**config.mk**
```make
export PLATFORM = sky130hd
export DESIGN_NAME = frame_button_edge_sampler
export DESIGN_NICKNAME = d
export VERILOG_FILES = /design/src/design/fbes_pkg.sv /design/src/design/frame_button_edge_sampler.sv /design/src/design/fbes_ring.sv /design/src/design/fbes_ctrl.sv
export SDC_FILE = /design/constraint.sdc
export NUM_CORES = 2
export LEC_CHECK = 0
export BUFFER_PORTS_ARGS = -buffer_cell sky130_fd_sc_hd__buf_2
export CORE_MARGIN = 3
export CORE_UTILIZATION = 30
export DETAILED_ROUTE_END_ITERATION = 16
export MAX_ROUTING_LAYER = met4
export PLACE_DENSITY = 0.47
export SLEW_MARGIN = 25
export SYNTH_ARGS = -nofsm -noshare
export SYNTH_HDL_FRONTEND = slang
export SYNTH_SLANG_ARGS = --single-unit
```
**constraint.sdc**
```tcl
create_clock -name clock -period 11.84 [get_ports clock]
set_input_delay 1.776 -clock clock [delete_from_list [all_inputs] [get_ports clock]]
set_output_delay 1.776 -clock clock [all_outputs]
set_load 0.02 [all_outputs]
```
**src/design/fbes_pkg.sv**
```systemverilog
// Shared types, sizes and helpers of the frame button edge sampler.
// Used by fbes_ring, fbes_ctrl and frame_button_edge_sampler; no dependencies.
package fbes_pkg;

   localparam int SAMPLE_SLOTS = 16;
   localparam int PAD_COUNT    = 4;
   localparam int SLOT_W       = $clog2(SAMPLE_SLOTS);
   localparam int BTN_W        = 16;
   localparam int SAMPLE_W     = 4 * BTN_W;

   // Item kinds
   localparam logic [1:0] KIND_SAMPLE = 2'd0;
   localparam logic [1:0] KIND_FRAME  = 2'd1;
   localparam logic [1:0] KIND_QUERY  = 2'd2;

   typedef logic [SLOT_W-1:0]   slot_type;
   typedef logic [SAMPLE_W-1:0] sample_type;

   typedef struct packed {
      logic [1:0]       kind;
      logic [BTN_W-1:0] pad0_buttons;
      logic [BTN_W-1:0] pad1_buttons;
      logic [BTN_W-1:0] pad2_buttons;
      logic [BTN_W-1:0] pad3_buttons;
      logic [1:0]       pad_select;
      logic [BTN_W-1:0] button_mask;
   } req_type;

   typedef struct packed {
      logic [BTN_W-1:0] held_buttons;
      logic [BTN_W-1:0] pressed_buttons;
      logic             pad_absent;
   } rsp_type;

   // Access request from the sequencer to the sample ring
   typedef struct packed {
      logic       wr_en;
      slot_type   wr_addr;
      sample_type wr_data;
      logic       rd_en;
      slot_type   rd_addr;
   } ring_req_type;

   // Advance a slot index around the ring
   function automatic slot_type next_slot(input slot_type s);
      slot_type r;
      if (s == SLOT_W'(SAMPLE_SLOTS - 1)) begin
         r = '0;
      end else begin
         r = s + SLOT_W'(1);
      end
      return r;
   endfunction

   // Pack the pad words of a sample transaction; pads beyond PAD_COUNT stay zero
   function automatic sample_type pack_sample(input req_type r);
      logic [BTN_W-1:0] words [4];
      sample_type       s;
      words[0] = r.pad0_buttons;
      words[1] = r.pad1_buttons;
      words[2] = r.pad2_buttons;
      words[3] = r.pad3_buttons;
      s = '0;
      for (int p = 0; p < PAD_COUNT; p++) begin
         s[p*BTN_W +: BTN_W] = words[p];
      end
      return s;
   endfunction

   // Pick one pad's word out of a sample
   function automatic logic [BTN_W-1:0] pad_word(input sample_type s, input logic [1:0] pad);
      return s[pad*BTN_W +: BTN_W];
   endfunction

endpackage

```
**src/design/frame_button_edge_sampler.sv**
```systemverilog
// Frame button edge sampler: keeps a ring of polled button samples for up to
// four pads, latches per-frame pressed sets and answers per-pad queries.
// Usage:
//   req_*  : input transactions (sample, frame boundary, query), valid/stall.
//            req_stall is high while a frame walk or a query lookup runs.
//   rsp_*  : one result per query transaction, valid/stall, held in an
//            output register so a stalled result does not block samples.
//   csr_*  : write of connected_pads, valid/ready; csr_ready is always high.
// Transactions:
//   sample transaction : written straight into the ring memory.
//   query transaction  : one memory read into the result register, held
//                        back while a previous result is stalled.
//   frame transaction  : an empty frame needs no walk; otherwise the single
//                        read port walks the frame from its start sample to
//                        its end sample.
// Reset (synchronous, active high) clears pointers, the pressed set, the
// register and the result valid; slot 0 of the ring reads as zero until written.
// Depends on fbes_pkg, fbes_ring and fbes_ctrl.
module frame_button_edge_sampler (
   input  logic              clock,
   input  logic              reset,
   input  logic              req_valid,
   output logic              req_stall,
   input  fbes_pkg::req_type req_data,
   output logic              rsp_valid,
   input  logic              rsp_stall,
   output fbes_pkg::rsp_type rsp_data,
   input  logic              csr_valid,
   output logic              csr_ready,
   input  logic [3:0]        csr_data
);

   fbes_pkg::ring_req_type ring_req;
   fbes_pkg::sample_type   rd_data;

   // Sample memory
   fbes_ring u_ring (
      .clock    (clock),
      .reset    (reset),
      .ring_req (ring_req),
      .rd_data  (rd_data)
   );

   // Sequencer
   fbes_ctrl u_ctrl (
      .clock     (clock),
      .reset     (reset),
      .req_valid (req_valid),
      .req_stall (req_stall),
      .req_data  (req_data),
      .rsp_valid (rsp_valid),
      .rsp_stall (rsp_stall),
      .rsp_data  (rsp_data),
      .csr_valid (csr_valid),
      .csr_ready (csr_ready),
      .csr_data  (csr_data),
      .ring_req  (ring_req),
      .rd_data   (rd_data)
   );

endmodule

```
**src/design/fbes_ring.sv**
```systemverilog
// Sample ring: one synchronous memory of SAMPLE_SLOTS samples, one write and one
// read port, registered read data. Slot 0 reads as zero until first written.
// Depends on fbes_pkg.
module fbes_ring (
   input  logic                  clock,
   input  logic                  reset,
   input  fbes_pkg::ring_req_type ring_req,
   output fbes_pkg::sample_type  rd_data
);

   fbes_pkg::sample_type ring_mem [fbes_pkg::SAMPLE_SLOTS];
   fbes_pkg::sample_type rd_data_ff;
   logic                 rd_zero_ff;
   logic                 slot0_written_ff;
   logic                 slot0_written_in;

   // Track the first write of slot 0, whose reset value is zero
   assign slot0_written_in = slot0_written_ff ||
                             (ring_req.wr_en && (ring_req.wr_addr == '0));

   always_ff @(posedge clock) begin
      if (reset) begin
         slot0_written_ff <= 1'b0;
      end else begin
         slot0_written_ff <= slot0_written_in;
      end
   end

   // Write port
   always_ff @(posedge clock) begin
      if (ring_req.wr_en) begin
         ring_mem[ring_req.wr_addr] <= ring_req.wr_data;
      end
   end

   // Read port, registered; data holds until the next read
   always_ff @(posedge clock) begin
      if (ring_req.rd_en) begin
         rd_data_ff <= ring_mem[ring_req.rd_addr];
         rd_zero_ff <= (ring_req.rd_addr == '0) && !slot0_written_ff;
      end
   end

   assign rd_data = rd_zero_ff ? '0 : rd_data_ff;

endmodule

```
**src/design/fbes_ctrl.sv**
```systemverilog
// Sequencer of the frame button edge sampler: ring pointers, sample writes,
// frame walk with edge accumulation, query lookup and the result register.
// Depends on fbes_pkg; drives fbes_ring through a ring_req_type struct.
module fbes_ctrl (
   input  logic                   clock,
   input  logic                   reset,
   input  logic                   req_valid,
   output logic                   req_stall,
   input  fbes_pkg::req_type      req_data,
   output logic                   rsp_valid,
   input  logic                   rsp_stall,
   output fbes_pkg::rsp_type      rsp_data,
   input  logic                   csr_valid,
   output logic                   csr_ready,
   input  logic [3:0]             csr_data,
   output fbes_pkg::ring_req_type ring_req,
   input  fbes_pkg::sample_type   rd_data
);

   localparam logic [1:0] ST_IDLE  = 2'd0;
   localparam logic [1:0] ST_QUERY = 2'd1;
   localparam logic [1:0] ST_WALK  = 2'd2;

   logic [1:0]               state_ff, state_in;
   fbes_pkg::slot_type       start_ff, start_in;
   fbes_pkg::slot_type       end_ff, end_in;
   fbes_pkg::slot_type       newest_ff, newest_in;
   fbes_pkg::slot_type       walk_addr_ff, walk_addr_in;
   fbes_pkg::slot_type       rd_tag_ff, rd_tag_in;
   logic                     first_ff, first_in;
   fbes_pkg::sample_type     prev_ff, prev_in;
   fbes_pkg::sample_type     acc_ff, acc_in;
   fbes_pkg::sample_type     pressed_ff, pressed_in;
   logic [1:0]               pad_ff, pad_in;
   logic [fbes_pkg::BTN_W-1:0] mask_ff, mask_in;
   logic [3:0]               connected_ff, connected_in;
   logic                     rsp_valid_ff, rsp_valid_in;
   fbes_pkg::rsp_type        rsp_data_ff, rsp_data_in;

   logic                     rsp_free;
   logic                     pad_present;
   fbes_pkg::slot_type       sample_slot;
   fbes_pkg::sample_type     edge_bits;

   assign req_stall = (state_ff != ST_IDLE);
   assign csr_ready = 1'b1;
   assign rsp_valid = rsp_valid_ff;
   assign rsp_data  = rsp_data_ff;

   assign rsp_free    = !rsp_valid_ff || !rsp_stall;
   assign pad_present = (int'(pad_ff) < fbes_pkg::PAD_COUNT) && connected_ff[pad_ff];
   assign edge_bits   = rd_data & ~prev_ff;

   // Slot for a new sample: next slot, or the newest one if next is the frame start
   always_comb begin
      sample_slot = fbes_pkg::next_slot(newest_ff);
      if (sample_slot == start_ff) begin
         sample_slot = newest_ff;
      end
   end

   assign connected_in = (csr_valid && csr_ready) ? csr_data : connected_ff;

   // Sequence transactions
   always_comb begin
      state_in     = state_ff;
      start_in     = start_ff;
      end_in       = end_ff;
      newest_in    = newest_ff;
      walk_addr_in = walk_addr_ff;
      rd_tag_in    = rd_tag_ff;
      first_in     = first_ff;
      prev_in      = prev_ff;
      acc_in       = acc_ff;
      pressed_in   = pressed_ff;
      pad_in       = pad_ff;
      mask_in      = mask_ff;
      rsp_valid_in = rsp_valid_ff && rsp_stall;
      rsp_data_in  = rsp_data_ff;
      ring_req     = '0;

      case (state_ff)
         ST_IDLE: begin
            if (req_valid) begin
               case (req_data.kind)
                  fbes_pkg::KIND_SAMPLE: begin
                     ring_req.wr_en   = 1'b1;
                     ring_req.wr_addr = sample_slot;
                     ring_req.wr_data = fbes_pkg::pack_sample(req_data);
                     newest_in        = sample_slot;
                  end
                  fbes_pkg::KIND_FRAME: begin
                     start_in   = end_ff;
                     end_in     = newest_ff;
                     pressed_in = '0;
                     if (newest_ff != end_ff) begin
                        // Read the new start first: it is the previous sample of the walk
                        ring_req.rd_en   = 1'b1;
                        ring_req.rd_addr = end_ff;
                        rd_tag_in        = end_ff;
                        walk_addr_in     = fbes_pkg::next_slot(end_ff);
                        first_in         = 1'b1;
                        acc_in           = '0;
                        state_in         = ST_WALK;
                     end
                  end
                  fbes_pkg::KIND_QUERY: begin
                     ring_req.rd_en   = 1'b1;
                     ring_req.rd_addr = end_ff;
                     pad_in           = req_data.pad_select;
                     mask_in          = req_data.button_mask;
                     state_in         = ST_QUERY;
                  end
                  default: begin
                  end
               endcase
            end
         end
         ST_QUERY: begin
            // Load the result register once it is free; read data holds meanwhile
            if (rsp_free) begin
               rsp_valid_in = 1'b1;
               if (pad_present) begin
                  rsp_data_in.held_buttons    = fbes_pkg::pad_word(rd_data, pad_ff) & mask_ff;
                  rsp_data_in.pressed_buttons = fbes_pkg::pad_word(pressed_ff, pad_ff) & mask_ff;
                  rsp_data_in.pad_absent      = 1'b0;
               end else begin
                  rsp_data_in.held_buttons    = '0;
                  rsp_data_in.pressed_buttons = '0;
                  rsp_data_in.pad_absent      = 1'b1;
               end
               state_in = ST_IDLE;
            end
         end
         ST_WALK: begin
            // Issue the next read until the frame end has been requested
            if (rd_tag_ff != end_ff) begin
               ring_req.rd_en   = 1'b1;
               ring_req.rd_addr = walk_addr_ff;
               rd_tag_in        = walk_addr_ff;
               walk_addr_in     = fbes_pkg::next_slot(walk_addr_ff);
            end
            // Accumulate rising edges of the sample that just arrived
            prev_in = rd_data;
            if (first_ff) begin
               first_in = 1'b0;
            end else begin
               acc_in = acc_ff | edge_bits;
               if (rd_tag_ff == end_ff) begin
                  pressed_in = acc_ff | edge_bits;
                  state_in   = ST_IDLE;
               end
            end
         end
         default: begin
            state_in = ST_IDLE;
         end
      endcase
   end

   // Control state
   always_ff @(posedge clock) begin
      if (reset) begin
         state_ff     <= ST_IDLE;
         start_ff     <= '0;
         end_ff       <= '0;
         newest_ff    <= '0;
         pressed_ff   <= '0;
         connected_ff <= '0;
         rsp_valid_ff <= 1'b0;
         first_ff     <= 1'b0;
         rd_tag_ff    <= '0;
      end else begin
         state_ff     <= state_in;
         start_ff     <= start_in;
         end_ff       <= end_in;
         newest_ff    <= newest_in;
         pressed_ff   <= pressed_in;
         connected_ff <= connected_in;
         rsp_valid_ff <= rsp_valid_in;
         first_ff     <= first_in;
         rd_tag_ff    <= rd_tag_in;
      end
   end

   // Payload registers
   always_ff @(posedge clock) begin
      walk_addr_ff <= walk_addr_in;
      prev_ff      <= prev_in;
      acc_ff       <= acc_in;
      pad_ff       <= pad_in;
      mask_ff      <= mask_in;
      rsp_data_ff  <= rsp_data_in;
   end

   // A query transaction always goes to the lookup state
   a_query_enters_lookup: assert property (@(posedge clock) disable iff (reset)
      (state_ff == ST_IDLE && req_valid && req_data.kind == fbes_pkg::KIND_QUERY)
      |=> (state_ff == ST_QUERY))
      else $error("query transaction did not start a lookup");

   // The first data of a walk is the frame start
   a_walk_starts_at_start: assert property (@(posedge clock) disable iff (reset)
      (state_ff == ST_WALK && first_ff) |-> (rd_tag_ff == start_ff))
      else $error("frame walk did not begin at the frame start");

   // The walk ends once the frame end sample has been folded in
   a_walk_ends: assert property (@(posedge clock) disable iff (reset)
      (state_ff == ST_WALK && !first_ff && rd_tag_ff == end_ff) |=> (state_ff == ST_IDLE))
      else $error("frame walk ran past the frame end");

   // A new result only comes from a lookup
   a_result_from_lookup: assert property (@(posedge clock) disable iff (reset)
      $rose(rsp_valid_ff) |-> $past(state_ff == ST_QUERY))
      else $error("result loaded outside a lookup");

endmodule

```
==> impl_table.tex <==
\begin{tabular}{lr}
\hline
Metric & Value \\
\hline
\multicolumn{2}{l}{\textbf{Route}} \\
\quad Routed Antenna Nets & 0 \\
\quad Mean routed wirelength per cell & 25.88 um \\
\quad Router iterations before antenna repair & 5 \\
\quad DRC Markers & 0 \\
\quad Final routed wirelength across all metal layers & 150,000 um \\
\quad DRC marker count from the first detailed-route iteration & 2,427 \\
\quad Detail-routed via count per cell & 4.951 \\
\quad Vias & 28,703 \\
\multicolumn{2}{l}{\textbf{Synth}} \\
\quad Sequential share of the synthesized area & 75.49\% \\
\quad Seq cells post-synth & 1,361 \\
\quad Share of flip-flops with an asynchronous set or reset after synthesis & 0\% \\
\quad Average size of a mapped cell & 16.56 um\^{}2 \\
\quad Number of enable flip-flop cells after synthesis & 1,272 \\
\quad Post-synthesis share of cell area spent on full adders, half adders and majority gates & 0.1418\% \\
\quad Fraction of synthesized cell area in xor and xnor cells & 0.2481\% \\
\quad Area of the mapped netlist & 52,960 um\^{}2 \\
\quad Cells after Synth & 3,198 \\
\quad Area fraction in and, or, nand and nor cells after synthesis & 5.413\% \\
\quad Total number of yosys warnings & 0 \\
\quad Cell variety after synth & 64 \\
\quad Share of the synthesized area in compound gates (AO/OA/AOI/OAI) & 6.448\% \\
\quad Portion of netlist area occupied by mux cells & 9.942\% \\
\quad Primary FF master, synth & edfxtp\_1 \\
\quad Synthesized Nets & 3,297 \\
\quad Main combinational cell family by area after synthesis & multiplexers \\
\multicolumn{2}{l}{\textbf{Layout}} \\
\quad Final instance area & 61,030 um\^{}2 \\
\quad Share of post-route cells with drive strength above 1 & 13.43\% \\
\quad Number of nets in the layout & 3,444 \\
\quad Area growth from synthesis to final layout & 15.24\% \\
\quad Area of the multi-input gates & 11,930 um\^{}2 \\
\quad Area of all sequential standard cells & 39,980 um\^{}2 \\
\quad Count of filler cells inserted in the layout & 16,618 \\
\multicolumn{2}{l}{\textbf{Clock tree}} \\
\quad Buffer cell driving the clock tree root & clkbuf\_16 \\
\quad Number of setup buffers added after CTS & 0 \\
\quad Longest Clk Path Bufs & 3 \\
\quad CTS tree & yes \\
\quad CTS Hold Bufs & 0 \\
\quad Clk slew on worst S/H paths & 0.06 ns \\
\quad Clock latency of the later-clocked register in the worst-skew pair & 0.79 ns \\
\quad H-tree lvl count & 4 \\
\quad CTS sink cnt & 1,361 \\
\quad Clock buffer count from CTS & 149 \\
\quad Number of cells upsized or downsized after cts & 0 \\
\multicolumn{2}{l}{\textbf{Flow run}} \\
\quad Total of max-cap violations & 0 \\
\multicolumn{2}{l}{\textbf{Floorplanning}} \\
\quad Effective utilization at floorplan & 30.33\% \\
\quad I/O pin total & 129 \\
\quad Die height & 426.1 um \\
\quad Std cell rows & 153 \\
\quad Total die area & 181,600 um\^{}2 \\
\quad Core box area & 174,600 um\^{}2 \\
\quad Die span in x & 426.1 um \\
\multicolumn{2}{l}{\textbf{Setup path}} \\
\quad Critical path class & input pin to register \\
\quad Data arrival, critical path & 5.29 ns \\
\quad Worst Setup Start Kind & input pin \\
\quad Maximum fanout along the worst path & 111 \\
\quad Data required, critical path & 12.35 ns \\
\quad CP endpoint kind & register \\
\multicolumn{2}{l}{\textbf{Power}} \\
\quad Leakage power figure & 22.49 nW \\
\quad Maximum VDD drop & 0.1511 mV \\
\quad Ratio of total power to cell area & 161.9 nW/um\^{}2 \\
\quad Tot Pwr & 9.881 mW \\
\multicolumn{2}{l}{\textbf{STA}} \\
\quad Final min period & 4.780 ns \\
\quad Crit share post-route & 40.37\% \\
\quad Worst clock skew & 0.03704 ns \\
\quad Total of endpoints with negative setup slack in the final report & 0 \\
\quad Worst Max-Slew Pin Slew & 1.058 ns \\
\quad Max-slew violations & 0 \\
\quad Slew HR & 29.45\% \\
\quad Final number of hold-violating endpoints & 0 \\
\quad Accumulated negative setup slack & 0 ns \\
\quad Unrepaired setup endpoints after global routing & no \\
\quad Highest attainable clock frequency & 209.2 MHz \\
\multicolumn{2}{l}{\textbf{GRT}} \\
\quad Number of global-route vias before repair & 28,604 \\
\quad Residual overflow from global routing & 0 \\
\quad Initial antenna violation count & 17 \\
\quad Combined global-route utilization of all metal layers & 16.81\% \\
\quad Wire length of the first global-routing pass & 214,200 um \\
\quad Maximum number of pins on one net before global-route repair & 147 \\
\multicolumn{2}{l}{\textbf{Placed design}} \\
\quad Number of buffers added on ports & 127 \\
\quad Post-placement cell area & 56,260 um\^{}2 \\
\quad Final Wtd Congestion & 0.7280 \\
\quad Hpwl dp & 78,730 um \\
\multicolumn{2}{l}{\textbf{Hold path}} \\
\quad HP Class & register to register \\
\multicolumn{2}{l}{\textbf{Run status}} \\
\quad Run status & completed \\
\hline
\end{tabular}
## metal layers
metal / up-vias / track usage [%] / share of wire, %
li1: 12843 / - / -
met1: 14960 / 23.44 / 47
met2: 728 / 26.15 / 47
met3: 172 / 2.468 / 4.8
met4: 0 / 3.508 / 1.5
met5: - / - / 0
## placed cells by master (no fill, tap or decap), types with 10 or more instances in the layout
| master | n |
|---|---|
| a221oi_1 | 65 |
| and3_1 | 33 |
| a22oi_1 | 65 |
| or4_1 | 64 |
| clkinv_1 | 31 |
| diode_2 | 10 |
| o22ai_1 | 192 |
| clkbuf_16 | 150 |
| clkbuf_1 | 40 |
| and2_1 | 67 |
| buf_2 | 126 |
| dfxtp_1 | 89 |
| mux2i_1 | 454 |
| clkinv_2 | 20 |
| inv_1 | 73 |
| nor2_1 | 121 |
| nor3_2 | 15 |
| nand2_1 | 103 |
| edfxtp_1 | 1272 |
| mux4_2 | 32 |
| nand2b_1 | 36 |
| a21oi_1 | 147 |
| buf_4 | 59 |
| nor2b_1 | 65 |
## logic make-up after synthesis
| logic type | Yosys count |
|---|---|
| compound gates | 519 |
| xor+xnor | 15 |
| fa+ha+maj | 6 |
| buf+inv | 271 |
| flops | 1361 |
| mux | 486 |
| other cells | 1 |
| simple gates | 539 |
## critical path, cell delays in order
cell and delay [ns]:
buf_2 0.11, inv_1 0.06, ha_1 0.28, nand3_1 0.18, a211oi_2 0.11, nor2_4 0.15
buf_12 0.54, buf_12 0.42, buf_16 0.44, mux2i_1 0.26, o22ai_1 0.10, or4_1 0.57
## synth_stat cells (67+ instances only)
master       n  area, um^2
edfxtp_1  1272       38200
mux2i_1    454        4544
o22ai_1    192        1201
a21oi_1    150       750.7
nor2_1     121       454.2
nand2_1    105       394.1
dfxtp_1     89        1782
clkbuf_1    87       326.6
inv_1       73       274.0
buf_2       68       340.3
and2_1      67       419.2
## sequential cells by signal, indices dropped and copies added, names as in the netlist, 4 cells and up
register,count
u_ctrl.acc_ff,64
u_ctrl.connected_ff,4
u_ctrl.end_ff,4
u_ctrl.mask_ff,16
u_ctrl.newest_ff,4
u_ctrl.pressed_ff,64
u_ctrl.prev_ff,64
u_ctrl.rd_tag_ff,4
u_ctrl.rsp_data,33
u_ctrl.start_ff,4
u_ctrl.walk_addr_ff,4
u_ring.rd_data_ff,64
u_ring.ring_mem,1024
## where the power goes
part	switching [mW]	total (mW)	internal, mW
Clock	1.91	4.48	2.56
Sequential	0.0159	5.26	5.25
Combinational	0.108	0.143	0.0349
Total	2.04	9.88	7.84
## per-stage QoR
step,cells,hold WS (ns),setup slack [ns],utilization (%)
floorplan,3198,0.4488,4.022,-
global placement,5517,0.4637,6.299,32.22
detailed placement,5517,0.4650,6.311,32.22
CTS,5785,0.4733,7.146,34.91
global route,5792,0.4906,6.856,34.95
finish,5797,0.4711,7.060,34.96
## final cells by class
| type | instances | share of cell area, % |
|---|---|---|
| Sequential cell | 1361 | 65.51 |
| Timing Repair Buffer | 192 | 1.999 |
| Antenna cell | 10 | 0.04100 |
| Inverter | 75 | 0.4613 |
| Tap cell | 2325 | 4.767 |
| Clock buffer | 193 | 6.464 |
| Clock inverter | 75 | 1.210 |
| Multi-Input combinational cell | 1566 | 19.55 |
## path summary, 6_finish.rpt
path	start	to	slack (ns)	cells past startpoint
worst max-delay path	req_data[82]	u_ring.rd_data_ff[26]$_DFFE_PP_	7.06	12
worst min-delay path	u_ctrl.start_ff[1]$_SDFFE_PP0P_	u_ctrl.start_ff[1]$_SDFFE_PP0P_	0.47	2
worst max register to register	u_ctrl.newest_ff[0]$_SDFFE_PP0P_	u_ring.ring_mem[11][28]$_DFFE_PP_	7.15	10
worst min register to register	u_ctrl.start_ff[1]$_SDFFE_PP0P_	u_ctrl.start_ff[1]$_SDFFE_PP0P_	0.47	2
(Power assumes the default switching activity.)
